$ cat src/sv/sm3_pkg.sv
// sm3_pkg: shared types and constants for the sm3 hash engine
// no dependencies
package sm3_pkg;

    typedef struct packed {
        logic [31:0] message_word;
        logic [2:0]  byte_count;
        logic        last_word;
    } t_in_beat;

    typedef struct packed {
        logic [31:0] digest_word;
        logic [2:0]  word_index;
        logic        digest_last;
    } t_out_beat;

    typedef enum logic [2:0] {
        ST_IDLE,
        ST_EXPAND,
        ST_ROUND,
        ST_FOLD,
        ST_PAD,
        ST_EMIT
    } t_state;

    localparam logic [31:0] TJ_LOW  = 32'h79CC4519;
    localparam logic [31:0] TJ_HIGH = 32'h7A879D8A;
    localparam logic [7:0]  PAD_BYTE = 8'h80;

    localparam logic [255:0] SM3_IV = {
        32'h7380166F, 32'h4914B2B9, 32'h172442D7, 32'hDA8A0600,
        32'hA96F30BC, 32'h163138AA, 32'hE38DEE4D, 32'hB0FB0E4E
    };

    function automatic logic [31:0] rotl(input logic [31:0] x, input logic [4:0] n);
        logic [63:0] d;
        d = {x, x} << n;
        return d[63:32];
    endfunction

    function automatic logic [31:0] perm0(input logic [31:0] x);
        return x ^ rotl(x, 5'd9) ^ rotl(x, 5'd17);
    endfunction

    function automatic logic [31:0] perm1(input logic [31:0] x);
        return x ^ rotl(x, 5'd15) ^ rotl(x, 5'd23);
    endfunction

endpackage

$ cat src/sv/sm3_hash_engine.sv
// sm3_hash_engine: sm3 hash of a word-wise byte message, one round per cycle
// depends on sm3_pkg
//
// channel | dir | handshake            | payload
// input   | in  | i_valid / o_ready    | i_data  (t_in_beat)
// output  | out | o_valid / i_ready    | o_data  (t_out_beat)
//
// a full block is loaded, run through 64 rounds and then folded; the
// message schedule is a 16-word sliding window that advances with each round.
// a non-last beat is taken; if it fills a block, no more are taken until that block is compressed.
// a last beat pads one word per cycle, compresses one or two blocks and
// then emits eight digest beats; the output register holds under stall.
// reset (synchronous, active low) loads the initial vector.
module sm3_hash_engine
    import sm3_pkg::*;
(
    input  logic      i_clk,
    input  logic      i_rst_n,
    input  logic      i_valid,
    output logic      o_ready,
    input  t_in_beat  i_data,
    output logic      o_valid,
    input  logic      i_ready,
    output t_out_beat o_data
);

    t_state r_state, n_state;
    logic [31:0] r_win [16];
    logic [31:0] r_cv  [8];
    logic [31:0] r_wk  [8];
    logic [4:0]  r_fill;
    logic [60:0] r_bytes;
    logic [5:0]  r_round;
    logic        r_final;
    logic [3:0]  r_pad_cnt;
    logic [2:0]  r_emit;

    // padding word and push control
    logic        accept;
    logic [2:0]  eff_n;
    logic [60:0] bytes_sum;
    logic [63:0] bits;
    logic [31:0] pad_word;
    logic        push;
    logic [31:0] push_word;
    logic [31:0] first_pad;
    logic [31:0] keep;

    assign accept = i_valid && o_ready;
    assign eff_n  = (!i_data.last_word || i_data.byte_count > 3'd4) ? 3'd4 : i_data.byte_count;
    assign bytes_sum = r_bytes + 61'(eff_n);
    assign bits   = {r_bytes, 3'b000};
    assign keep   = ~(32'hFFFFFFFF >> {eff_n, 3'b000});
    assign first_pad = (eff_n == 3'd4) ? i_data.message_word
                     : (i_data.message_word & keep)
                       | ({24'd0, PAD_BYTE} << (5'd24 - {eff_n[1:0], 3'b000}));

    // pad sequence: r_pad_cnt 0 means emit 0x80 word (after full last word),
    // 2 means the length high word went out and the low word follows
    always_comb begin
        if (r_pad_cnt == 4'd0)      pad_word = {PAD_BYTE, 24'd0};
        else if (r_pad_cnt == 4'd2) pad_word = bits[31:0];
        else if (r_fill == 5'd14)   pad_word = bits[63:32];
        else                        pad_word = 32'd0;
    end

    always_comb begin
        push = 1'b0;
        push_word = pad_word;
        if (r_state == ST_IDLE && accept) begin
            push = 1'b1;
            push_word = first_pad;
        end else if (r_state == ST_PAD) begin
            push = 1'b1;
        end
    end

    // message schedule and round datapath
    logic [31:0] w16, wj, wpj, tj, a12, ss1, ss2, ff, gg, tt1, tt2;
    assign wj  = r_win[0];
    assign w16 = perm1(r_win[0] ^ r_win[7] ^ rotl(r_win[13], 5'd15))
               ^ rotl(r_win[3], 5'd7) ^ r_win[10];
    assign wpj = r_win[0] ^ r_win[4];
    assign tj  = r_round[5:4] == 2'd0 ? TJ_LOW : TJ_HIGH;
    assign a12 = rotl(r_wk[0], 5'd12);
    assign ss1 = rotl(a12 + r_wk[4] + rotl(tj, r_round[4:0]), 5'd7);
    assign ss2 = ss1 ^ a12;
    always_comb begin
        if (r_round[5:4] == 2'd0) begin
            ff = r_wk[0] ^ r_wk[1] ^ r_wk[2];
            gg = r_wk[4] ^ r_wk[5] ^ r_wk[6];
        end else begin
            ff = (r_wk[0] & r_wk[1]) | (r_wk[0] & r_wk[2]) | (r_wk[1] & r_wk[2]);
            gg = (r_wk[4] & r_wk[5]) | (~r_wk[4] & r_wk[6]);
        end
    end
    assign tt1 = ff + r_wk[3] + ss2 + wpj;
    assign tt2 = gg + r_wk[7] + ss1 + wj;

    // next state
    always_comb begin
        n_state = r_state;
        unique case (r_state)
            ST_IDLE: if (accept) begin
                if (r_fill == 5'd15) n_state = ST_EXPAND;
                else if (i_data.last_word) n_state = ST_PAD;
            end
            ST_PAD:    if (r_fill == 5'd15) n_state = ST_EXPAND;
            ST_EXPAND: n_state = ST_ROUND;
            ST_ROUND:  if (r_round == 6'd63) n_state = ST_FOLD;
            ST_FOLD:   n_state = !r_final ? ST_IDLE
                                 : (r_pad_cnt == 4'd15 ? ST_EMIT : ST_PAD);
            ST_EMIT:   if (i_ready && r_emit == 3'd7) n_state = ST_IDLE;
            default:   n_state = ST_IDLE;
        endcase
    end

    // outputs
    always_comb begin
        o_ready = (r_state == ST_IDLE);
        o_valid = (r_state == ST_EMIT);
        o_data.digest_word = r_cv[r_emit];
        o_data.word_index  = r_emit;
        o_data.digest_last = (r_emit == 3'd7);
    end

    // control registers
    always_ff @(posedge i_clk) begin
        if (!i_rst_n) begin
            r_state <= ST_IDLE;
            r_fill  <= '0;
            r_bytes <= '0;
            r_round <= '0;
            r_final <= 1'b0;
            r_pad_cnt <= '0;
            r_emit  <= '0;
            for (int k = 0; k < 8; k++) r_cv[k] <= SM3_IV[255-32*k -: 32];
        end else begin
            r_state <= n_state;
            if (push) r_fill <= (r_fill == 5'd15) ? 5'd0 : r_fill + 5'd1;
            if (r_state == ST_IDLE && accept) begin
                r_bytes <= bytes_sum;
                r_final <= i_data.last_word;
                // pad count 0 requests a 0x80 word next; else zeros
                r_pad_cnt <= (i_data.last_word && eff_n == 3'd4) ? 4'd0 : 4'd1;
            end
            // length words only after the 0x80 word, in the same block
            if (r_state == ST_PAD) begin
                if (r_fill == 5'd15)
                    r_pad_cnt <= (r_pad_cnt == 4'd2) ? 4'd15 : 4'd1;
                else if (r_fill == 5'd14 && r_pad_cnt != 4'd0)
                    r_pad_cnt <= 4'd2;
                else
                    r_pad_cnt <= 4'd1;
            end
            if (r_state == ST_ROUND) r_round <= r_round + 6'd1;
            if (r_state == ST_FOLD)
                for (int k = 0; k < 8; k++) r_cv[k] <= r_cv[k] ^ r_wk[k];
            if (r_state == ST_EMIT && i_ready) begin
                r_emit <= r_emit + 3'd1;
                if (r_emit == 3'd7) begin
                    for (int k = 0; k < 8; k++) r_cv[k] <= SM3_IV[255-32*k -: 32];
                    r_bytes <= '0;
                    r_final <= 1'b0;
                end
            end
        end
    end

    // schedule window and working registers
    always_ff @(posedge i_clk) begin
        if (push) begin
            for (int k = 0; k < 15; k++) r_win[k] <= r_win[k+1];
            r_win[15] <= push_word;
        end else if (r_state == ST_ROUND) begin
            for (int k = 0; k < 15; k++) r_win[k] <= r_win[k+1];
            r_win[15] <= w16;
        end
        if (r_state == ST_EXPAND) begin
            for (int k = 0; k < 8; k++) r_wk[k] <= r_cv[k];
        end else if (r_state == ST_ROUND) begin
            r_wk[3] <= r_wk[2];
            r_wk[2] <= rotl(r_wk[1], 5'd9);
            r_wk[1] <= r_wk[0];
            r_wk[0] <= tt1;
            r_wk[7] <= r_wk[6];
            r_wk[6] <= rotl(r_wk[5], 5'd19);
            r_wk[5] <= r_wk[4];
            r_wk[4] <= perm0(tt2);
        end
    end

    // assertions
    a_round_ends: assert property (@(posedge i_clk) disable iff (!i_rst_n)
        (r_state == ST_ROUND && r_round == 6'd63) |=> r_state == ST_FOLD)
        else $error("round count did not end in fold");
    a_round_zero: assert property (@(posedge i_clk) disable iff (!i_rst_n)
        r_state == ST_EXPAND |-> r_round == 6'd0 && r_fill == 5'd0)
        else $error("compression started with stale counters");
    a_emit_only: assert property (@(posedge i_clk) disable iff (!i_rst_n)
        o_valid |-> !o_ready)
        else $error("input taken during digest output");
    a_emit_hold: assert property (@(posedge i_clk) disable iff (!i_rst_n)
        (o_valid && !i_ready) |=> o_valid && $stable(o_data))
        else $error("digest beat changed under stall");

endmodule
$ cat config.mk
export PLATFORM = sky130hd
export DESIGN_NAME = sm3_hash_engine
export DESIGN_NICKNAME = d
export VERILOG_FILES = /design/src/sv/sm3_pkg.sv /design/src/sv/sm3_hash_engine.sv
export SDC_FILE = /design/constraint.sdc
export NUM_CORES = 2
export LEC_CHECK = 0
export BUFFER_PORTS_ARGS = -buffer_cell sky130_fd_sc_hd__buf_2
export CORE_MARGIN = 5
export CORE_UTILIZATION = 55
export CTS_BUF_LIST = sky130_fd_sc_hd__clkbuf_4 sky130_fd_sc_hd__clkbuf_8
export DETAILED_ROUTE_END_ITERATION = 6
export GPL_ROUTABILITY_DRIVEN = 0
export PLACE_DENSITY = 0.81
export SLEW_MARGIN = 10
export SYNTH_ARGS = -nofsm -noshare
export SYNTH_HDL_FRONTEND = slang
export SYNTH_SLANG_ARGS = --single-unit
$ cat constraint.sdc
create_clock -name i_clk -period 18.7 [get_ports i_clk]
set_clock_uncertainty 0.15 [all_clocks]
set_input_delay 1.87 -clock i_clk [delete_from_list [all_inputs] [get_ports i_clk]]
set_output_delay 1.87 -clock i_clk [all_outputs]
set_load 0.005 [all_outputs]
==> impl_metrics.csv <==
group,metric,value,unit
clock_tree,cts.sinks,1109,
timing,final.min_clock_period,10.15,ns
die,start_util,0.554,
yosys,synthCells,5114,
hold_path,hold_path_class,"reg2reg",
worst_setup_path,startpoint_type,"flop",
job,cap_violations,0,
timing,whs,0.229,ns
timing,setup_tns,0,ns
die,coreArea,0.105,sq mm
global_route,grt_overflow,0,
global_route,gr-usage-met3,0.0835,
die,die-area,0.113,sq mm
worst_setup_path,crit_family,"adder cells",
run_status,status,"finished with violations",
yosys,syn_area,0.0584,sq mm
place,numPortBuffers,77,
global_route,antenna_found_initial,7,
routing,vias,41000,
timing,slew_headroom,0.217,
clock_tree,cts_resized,0,
yosys,yosysWarnings,0,
worst_setup_path,crit_top_cell,"fa_1",
yosys,synth_area_leaders,"edfxtp_1 46%, xnor2_1 7.5%, dfxtp_1 7.3%",
yosys,synth_top_flop_cell,"edfxtp_1",
worst_setup_path,reg2reg_slack,8.55,ns
place,dpl.hpwl,120,mm
run_status,violations,"design-rule violations",
timing,maxSlewViolCount,0,
yosys,synth_top_area_share,0.460,
timing,max_clock_freq,98.6,MHz
routing,ant_nets,0,
yosys,synthesis.nets,5448,
timing,tightestPinTransition,1.17,ns
yosys,yosysUniqueCellTypes,96,
yosys,synth_top_cell_by_area,"edfxtp_1",
routing,via_per_inst,6.08,
die,io_pins,78,
worst_setup_path,path_depth,33,
global_route,globalRouteMet2Util,0.433,
routing,drt_iter0_markers,5802,
die,die_w,336,microns
timing,min_period_over_period,0.543,
yosys,async_flop_share,0,
hold_path,hold_depth,0,
global_route,grt_usage,0.296,
timing,rsz0062_at_grt,"no",
global_route,grt_pass1_wl,249,mm
global_route,grt_start_max_net_pins,185,
routing,wirelength,168,mm
yosys,yosys-top-cells-count,"896 x edfxtp_1, 844 x nand2_1, 498 x xnor2_1",
yosys,synth_edf_count,896,
yosys,post-synth-top-count-cell,"edfxtp_1",
worst_setup_path,crit_arrival,10.65,ns
routing,avgRoutedWirePerCell,25.0,microns
clock_tree,cts_buffers,178,
clock_tree,cts_hold_buf,0,
clock_tree,clockBufferDepth,3,
worst_setup_path,max_stage_delay,0.97,ns
global_route,busiest_layer,"met2",
routing,drc,2,
die,rows,119,
yosys,ys_ff_latch,1109,
worst_setup_path,rr_worst_depth,33,
global_route,met1_usage,0.392,
final_layout,syn_to_final_growth,9.44,%
worst_setup_path,crit_fanout,47,
worst_setup_path,cp.required,19.20,ns
final_layout,drive_gt1_frac,0.114,
clock_tree,worst_skew_pair.late_latency,0.92,ns
yosys,syn_area_per_cell,11.4,sq um
clock_tree,tritoncts,"yes",
yosys,yosysSeqAreaShare,0.533,
worst_setup_path,path_class,"reg2reg",
final_layout,final_nets,5527,
die,die_height,336,microns
routing,dr.pass1.iters,7,
timing,setup_violations,0,
clock_tree,ctsRootBufferMaster,"clkbuf_8",
clock_tree,cts.reportedPaths.clkPinSlew,0.07,ns
clock_tree,post_cts_buffers,0,
timing,hold_viol_final,0,
clock_tree,htree_levels,4,
global_route,grt_pass1_vias,39300,
worst_setup_path,end_kind,"flop",
worst_setup_path,cp_num_buf_inv,3,
worst_setup_path,critPathSlowestCell,"dfxtp_2",
## stage by stage
step | cell area (sq um) | setup WS [ns] | utilization | cells
global placement | 60100 | 9.12 | 0.570 | 6404
CTS | 63900 | 8.88 | 0.607 | 6734
detailed placement | 60100 | 8.88 | 0.570 | 6404
global route | 64000 | 8.16 | 0.607 | 6735
floorplan | 58400 | 3.94 | - | 5114
finish | 64000 | 8.55 | 0.607 | 6737
## sequential cells by signal, indices dropped and copies added (netlist names), named ones only
signal and flops:
r_emit 3, r_round 6, r_final 1, r_win 512, r_state 3, r_pad_cnt 3, r_fill 5, r_cv 256
r_wk 256, r_bytes 61
## layout by cell type, fill, tap and decap left out, types with 23 or more instances in the layout
cell        n
clkbuf_4   50
o21ai_0   296
mux4_2     64
nor3_1     23
mux2i_1    72
and3_1     90
clkbuf_8  199
fa_1      189
clkinv_2   25
dfxtp_1   208
edfxtp_1  896
nand2_1   840
nor2_1    307
buf_4      29
clkinv_1   31
inv_1     321
mux2_2     51
a21o_1     43
a31oi_1    30
a21oi_1   267
buf_2      77
xnor2_1   498
o21ai_1    29
ha_1      105
nand3_1    84
xor2_1    154
## cell families (layout without fill, tap and decap cells)
| group | count (synthesis) | in the layout | synth area share |
|---|---|---|---|
| other | 0 | 3 | 0 |
| adder cells (fa/ha/maj) | 295 | 295 | 0.0874 |
| flip-flops | 1109 | 1109 | 0.533 |
| AO/OA/AOI/OAI | 829 | 829 | 0.0839 |
| buffers and inverters | 531 | 760 | 0.0344 |
| multiplexers | 187 | 187 | 0.0468 |
| XOR/XNOR | 671 | 671 | 0.104 |
| AND/OR/NAND/NOR | 1492 | 1492 | 0.110 |
## final timing paths
path                                   start           end
worst min register to register  r_win[3][70]  r_win[3][38]
worst min-delay path            r_win[3][70]  r_win[3][38]
worst max-delay path              r_round[4]    r_wk[1][1]
worst max register to register    r_round[4]    r_wk[1][1]
## layer usage
metal	vias up	share of wire
met5	-	0.0010
met4	8	0.075
li1	17900	-
met1	19800	0.37
met3	530	0.12
met2	2775	0.43
## area by class of cell
class                      instances  area, sq um
timing repair buffer             108          643
sequential                      1109        31200
antenna                            3         7.51
tap                             1391         1740
inverter                         322         1210
multi-input combinational       3474        25300
clock buffer                     249         3110
fill                            7980        41500
clock inverter                    81          742
Power is not shown: default switching activity piles up to over one toggle a cycle in this logic, so the estimate is an artifact.
